`src/design/bfi_pkg.sv`:
```
// Shared constants, character codes and controller/datapath interface types.
`default_nettype none

package bfi_pkg;

    localparam int TAPE_DEPTH    = 32768;
    localparam int PROGRAM_DEPTH = 4096;

    localparam int TAPE_AW = $clog2(TAPE_DEPTH);
    localparam int PROG_AW = $clog2(PROGRAM_DEPTH);
    localparam int LEN_W   = $clog2(PROGRAM_DEPTH + 1);

    localparam logic [1:0] STAT_RUN       = 2'd0;
    localparam logic [1:0] STAT_WAIT      = 2'd1;
    localparam logic [1:0] STAT_DONE      = 2'd2;
    localparam logic [1:0] STAT_UNMATCHED = 2'd3;

    localparam logic [7:0] CH_HASH  = 8'h23;
    localparam logic [7:0] CH_GT    = 8'h3E;
    localparam logic [7:0] CH_LT    = 8'h3C;
    localparam logic [7:0] CH_PLUS  = 8'h2B;
    localparam logic [7:0] CH_MINUS = 8'h2D;
    localparam logic [7:0] CH_DOT   = 8'h2E;
    localparam logic [7:0] CH_COMMA = 8'h2C;
    localparam logic [7:0] CH_LBRK  = 8'h5B;
    localparam logic [7:0] CH_RBRK  = 8'h5D;
    localparam logic [7:0] CH_NUL   = 8'h00;
    localparam logic [7:0] CH_TAB   = 8'h09;
    localparam logic [7:0] CH_NL    = 8'h0A;
    localparam logic [7:0] CH_VT    = 8'h0B;
    localparam logic [7:0] CH_FF    = 8'h0C;
    localparam logic [7:0] CH_CR    = 8'h0D;
    localparam logic [7:0] CH_SP    = 8'h20;

    // controller -> datapath: operation for this cycle
    typedef struct packed {
        logic clear;
        logic accept;
        logic decode;
        logic fwd;
        logic bwd;
        logic cmt;
    } cmd_t;

    // datapath -> controller
    typedef struct packed {
        logic clr_last;
        logic go_fetch;
        logic go_fwd;
        logic go_bwd;
        logic go_cmt;
        logic scan_end;
    } sts_t;

endpackage

`default_nettype wire

```
`src/design/bfi_ctrl.sv`:
```
// Sequencing state machine: tape clear, idle, fetch/decode and program scans.
`default_nettype none

module bfi_ctrl
    import bfi_pkg::*;
(
    input  wire  clk,
    input  wire  rst_n,
    input  wire  start,
    input  sts_t sts,
    output cmd_t cmd,
    output logic busy
);

    typedef enum logic [5:0] {
        S_CLEAR = 6'b000001,
        S_IDLE  = 6'b000010,
        S_FETCH = 6'b000100,
        S_FWD   = 6'b001000,
        S_BWD   = 6'b010000,
        S_CMT   = 6'b100000
    } state_t;

    state_t state_reg;
    state_t state_next;

    always_ff @(posedge clk or negedge rst_n)
    begin
        if (!rst_n)
        begin
            state_reg <= S_CLEAR;
        end
        else
        begin
            state_reg <= state_next;
        end
    end

    always_comb
    begin
        cmd        = '0;
        state_next = state_reg;
        case (state_reg)
            S_CLEAR:
            begin
                cmd.clear = 1'b1;
                if (sts.clr_last)
                begin
                    state_next = S_IDLE;
                end
            end
            S_IDLE:
            begin
                if (start)
                begin
                    cmd.accept = 1'b1;
                    if (sts.go_fetch)
                    begin
                        state_next = S_FETCH;
                    end
                end
            end
            S_FETCH:
            begin
                cmd.decode = 1'b1;
                if (sts.go_fwd)
                begin
                    state_next = S_FWD;
                end
                else if (sts.go_bwd)
                begin
                    state_next = S_BWD;
                end
                else if (sts.go_cmt)
                begin
                    state_next = S_CMT;
                end
                else
                begin
                    state_next = S_IDLE;
                end
            end
            S_FWD:
            begin
                cmd.fwd = 1'b1;
                if (sts.scan_end)
                begin
                    state_next = S_IDLE;
                end
            end
            S_BWD:
            begin
                cmd.bwd = 1'b1;
                if (sts.scan_end)
                begin
                    state_next = S_IDLE;
                end
            end
            S_CMT:
            begin
                cmd.cmt = 1'b1;
                if (sts.scan_end)
                begin
                    state_next = S_IDLE;
                end
            end
            default:
            begin
                state_next = S_IDLE;
            end
        endcase
    end

    assign busy = (state_reg != S_IDLE);

endmodule

`default_nettype wire

```
`config.mk`:
```
export PLATFORM = sky130hd
export DESIGN_NAME = bfi_ctrl
export DESIGN_NICKNAME = d
export VERILOG_FILES = /design/src/design/bfi_pkg.sv /design/src/design/bfi_ctrl.sv
export SDC_FILE = /design/constraint.sdc
export NUM_CORES = 1
export LEC_CHECK = 0
export ABC_AREA = 1
export BUFFER_PORTS_ARGS = -buffer_cell sky130_fd_sc_hd__buf_2
export CORE_AREA = 10 10 47 49
export DETAILED_ROUTE_END_ITERATION = 16
export DIE_AREA = 0 0 57 59
export MAX_ROUTING_LAYER = met4
export SYNTH_ARGS = -nofsm -noshare
export SYNTH_HDL_FRONTEND = slang
export SYNTH_SLANG_ARGS = --single-unit
```
`constraint.sdc`:
```
create_clock -name clk -period 1.3 [get_ports clk]
set_input_delay 0.26 -clock clk [delete_from_list [all_inputs] [get_ports clk]]
set_output_delay 0.26 -clock clk [all_outputs]
set_load 0.01 [all_outputs]
```
=== Word-level counts from Yosys, hierarchy flattened ===
Index checks and enable logic that the tools add are counted.

* Bits in registers: 6
* Bits of input ports: 9
* Output and inout port bits: 7
* Logic and storage cells: 29

* Equal/unequal tests: 11
* Mux-type cells: 15
* Reduce and logical (&&, ||, !) cells: 2

{| class="wikitable"
|+ Operator list
! kind !! count
|-
| two-way mux 6 bit || 7
|-
| one-hot mux 6 bit (4 select lines) || 1
|-
| two-way mux 1 bit || 7
|-
| == test 6 x 1 -> 1 bit, second input constant || 1
|-
| == test 6 x 2 -> 1 bit, second input constant || 1
|-
| == test 6 x 3 -> 1 bit, second input constant || 1
|-
| == test 6 x 4 -> 1 bit, second input constant || 1
|-
| == test 6 x 5 -> 1 bit, second input constant || 1
|-
| == test 6 bit, second input constant || 1
|-
| inequality test 2 bit, second input constant || 3
|-
| inequality test 6 x 2 -> 1 bit, second input constant || 1
|-
| AND reduction 4 bit || 1
|-
| OR reduction 3 bit || 1
|-
| inequality test 2 x 1 -> 1 bit, second input constant || 1
|}

=== Longest topological paths before layout ===
* Word-level depth: 4
* Gate-level depth with buffers: 8
* Gate-level depth less buffers: 8

=== Worst setup path before layout ===
Ideal clock, no wire load.

* Path kind: register -> output
* Start: register state_reg[3]
* End: output cmd[4] in the netlist's numbering
* Arrival: 0.978 ns
* Slack: 0.062 ns
* Cell stages (with the launch flop): 4
* Buffers on the path: 0
* Cells stage by stage: dfrtp_1 nor2_2 nand3_1 nor2_1

{| class="wikitable"
|+ RTL lines
! what !! line !! source
|-
| from (decl) || bfi_ctrl.sv:24 || <nowiki>state_t state_reg;</nowiki>
|-
| from (signal assigned) || bfi_ctrl.sv:35 || <nowiki>state_reg <= state_next;</nowiki>
|-
| to (decl) || bfi_ctrl.sv:11 || <nowiki>output cmd_t cmd,</nowiki>
|}

==> summary.md <==
| Metric | Value |
|---|---|
| Outcome | complete, but fails checks |
| Violated checks | negative setup slack |
| Leakage | 0.0004208 uW |
| Post-synth design cell area | 409.1 um^2 |
| Routability Congestion | 0.7699 |
| Routed length per instance | approximately 11 um |
| Flop pwr share | 0.263 |
| Syn avg cell area | 6.494 um^2 |
| #FFs+latches synth | 6 |
| Fin Setup TNS | -1.452 ns |
| Final hold violation count | 0 |
| RSZ-0062 raised after global routing | yes |
| Synth Net Count | 72 |
| Grt met1 use | 0.08403 |
| Via Count | 482 |
| Post-synth cell types | 15 |
| M2 GR Usage | 0.1209 |
| Crit path max fanout | 3 |
| Final wirelength | 1.226 mm |
| All-Layer GR Usage | 0.08073 |
| Most frequent cells in the layout | 14 x nand2_1, 13 x buf_2, 13 x buf_4 |
| # DRC | 0 |
| Worst slew margin | 0.8726 |
| GRT busiest layer | met2 |
| First-pass GRT wire length | 2.132 mm |
| Post-detail-place hpwl | 840.2 um |
| Antenna violations before repair | 0 |
| Clk_lat worst skew | ~0.25 ns |
| IO buf count | 15 |
| Synthesized instance count | between 60 and 70 |
| PwrDens | 1641 nW/um^2 |
| Max Buffers Root-to-Sink | 2 |
| Io pins | 16 |
| Share of layout cells above drive strength 1 | 0.5417 |
| P_int | 643.9 uW |
| Largest register FFs | 6 |
| Num CTS Buffers | 3 |
| IR drop worst, VDD | 0.9685 mV |
| CTS Root Cell | clkbuf_4 |
| Die height | 59 um |
| Clock tree sinks | 6 |
| Maximum level of the CTS H-tree | 1 |
| CTS tree | yes |
| Final Slew Violations | 0 |
| Worst R2R Start | state_reg[0]$_DFFE_PN1P_ |
| Critical path data required time | 1.04 ns |
| Worst reg-to-reg path cell count | 9 |
| Final worst setup slack | -0.1955 ns |
| Vias per cell | between 4 and 5 |
| # nets final | 106 |
| Clk_skew | between 0.005 and 0.006 ns |
| Total die area | 3363 um^2 |
| CP arrival | 1.24 ns |
| Starting Density | 0.2920 |
| Final setup fails | 12 |
| Tmin final | roughly 1.5 ns |
| Initial drt markers | 4 |
| GR Layer Usage met3 | 0.01931 |
| Combinational Power Share | 0.571 |
| Area Overhead vs Synth | 71.87% |
| Drt first pass iters | 4 |
| Row Count | 14 |
| Area of the core | 1401 um^2 |
| Largest net degree at the start of global routing | 7 |
| Total power | 1154 uW |
| Die width | 57 um |
| Final Cycle Share | 1.150 |
| R2r setup slk | -0.09 ns |
| Clock power frac | 0.166 |
| Commonest non-fill, non-tap cell in the layout | nand2_1 |
| GR Overflow Total | 0 |
| Register Area | 153.9 um^2 |
| Post-synthesis sequential area ratio | 0.3700 |
| Fillers | 157 |
| Slew @ Worst Pin | approximately 0.19 ns |
| Switching Share | 0.4422 |
| CP endpoint kind | primary output |
| Worst-path clk slew | 0.05 ns |
| Area taken by multi-input logic gates | between 200 and 300 um^2 |
| Setup CP Type | flip-flop to primary output |
| RR Endpoint | state_reg[1]$_DFFE_PN0P_ |
| CP Capture Point | cmd[5] |
| Worst setup startpoint | state_reg[0]$_DFFE_PN1P_ |
| Worst Setup Start Kind | flip-flop |
| Max Fclk | between 0.6 and 0.7 GHz |
| Vias in the first global route | 524 |
| Sw power | 510.4 uW |
| Post-route ant nets | 0 |
| Synth warn | 0 |
| Number of max-cap violations | 0 |
| Hold Path Class | primary input to flip-flop |
| Ant. Diodes | 0 |
## kinds of logic after synthesis
logic type / count (synthesis) / synth area share
buffers and inverters: 15 / 0.1376
DFF: 6 / 0.3700
and+or+nand+nor: 42 / 0.4923
## Yosys cell counts, drive strengths merged
library cell  number  area (um^2)
inv               14        52.55
nor2              13        63.81
nand4              2        12.51
clkinv             1        3.750
nand3              8        45.04
dfstp              1        26.28
dfrtp              5        125.1
nand2             17        68.81
nor3               1        5.000
and3               1        6.260
## per-layer routing
layer | part of all wire | up-vias | wire length, um
met3 | 0.033 | 7 | 40
met2 | 0.47 | 17 | 574
li1 | - | 258 | -
met5 | 0 | - | 0
met1 | 0.46 | 200 | 563
met4 | 0.039 | 0 | 48
## critical path: stages, from the launching register on
cell     delay, ns
dfstp_2       0.58
inv_2         0.06
nor2_4        0.08
and3_4        0.17
buf_6         0.09
## area by class of cell
type                       instances  share of cell area
multi-input combinational         42              0.3577
clock buffer                       4             0.03737
inverter                          15             0.08007
sequential                         6              0.2189
timing repair buffer              29              0.2776
tap                               16             0.02847
## power by group through the flow
stage / clock (uW) / combinational [uW] / sequential (uW)
finish: 192 / 660 / 303
global route: 208 / 740 / 308
global placement: 0 / 456 / 278
detailed placement: 0 / 461 / 284
floorplan: 0 / 327 / 273
CTS: 197 / 631 / 294
## per-stage QoR
stage | worst slack (ns) | hold slack (ns) | util | area, um^2 | std cells
finish | -0.1955 | 0.2411 | 0.5018 | 703.2 | 112
floorplan | 0.06172 | -0.03559 | - | 409.1 | 63
global placement | 0.03839 | 0.08611 | 0.3652 | 511.7 | 95
global route | -0.2531 | 0.2698 | 0.5018 | 703.2 | 112
CTS | -0.1890 | 0.2389 | 0.4670 | 654.4 | 109
detailed placement | -0.003260 | 0.09034 | 0.3652 | 511.7 | 95
## worst min-delay path by stage
stage                      start                       end  slack, ns  cells after the start
after floorplan            rst_n  state_reg[1]$_DFFE_PN0P_      -0.04                      0
after global placement     rst_n  state_reg[1]$_DFFE_PN0P_       0.09                      1
after detailed placement   rst_n  state_reg[2]$_DFFE_PN0P_       0.09                      1
after CTS                 sts[2]  state_reg[4]$_DFFE_PN0P_       0.24                      3
after global routing      sts[1]  state_reg[5]$_DFFE_PN0P_       0.27                      3
final                     sts[2]  state_reg[4]$_DFFE_PN0P_       0.24                      3
## what timing repair did
item / CTS / global route
gates cloned: 0 / 0
setup endpoints to repair: 7 / 12
buffers inserted: 9 / 3
resized for setup: 11 / 7
hold buffers: 1 / 0
pin swaps: 10 / 6
endpoints found under the hold margin: 5 / 0
No activity file was read; power rests on OpenSTA's default activity.
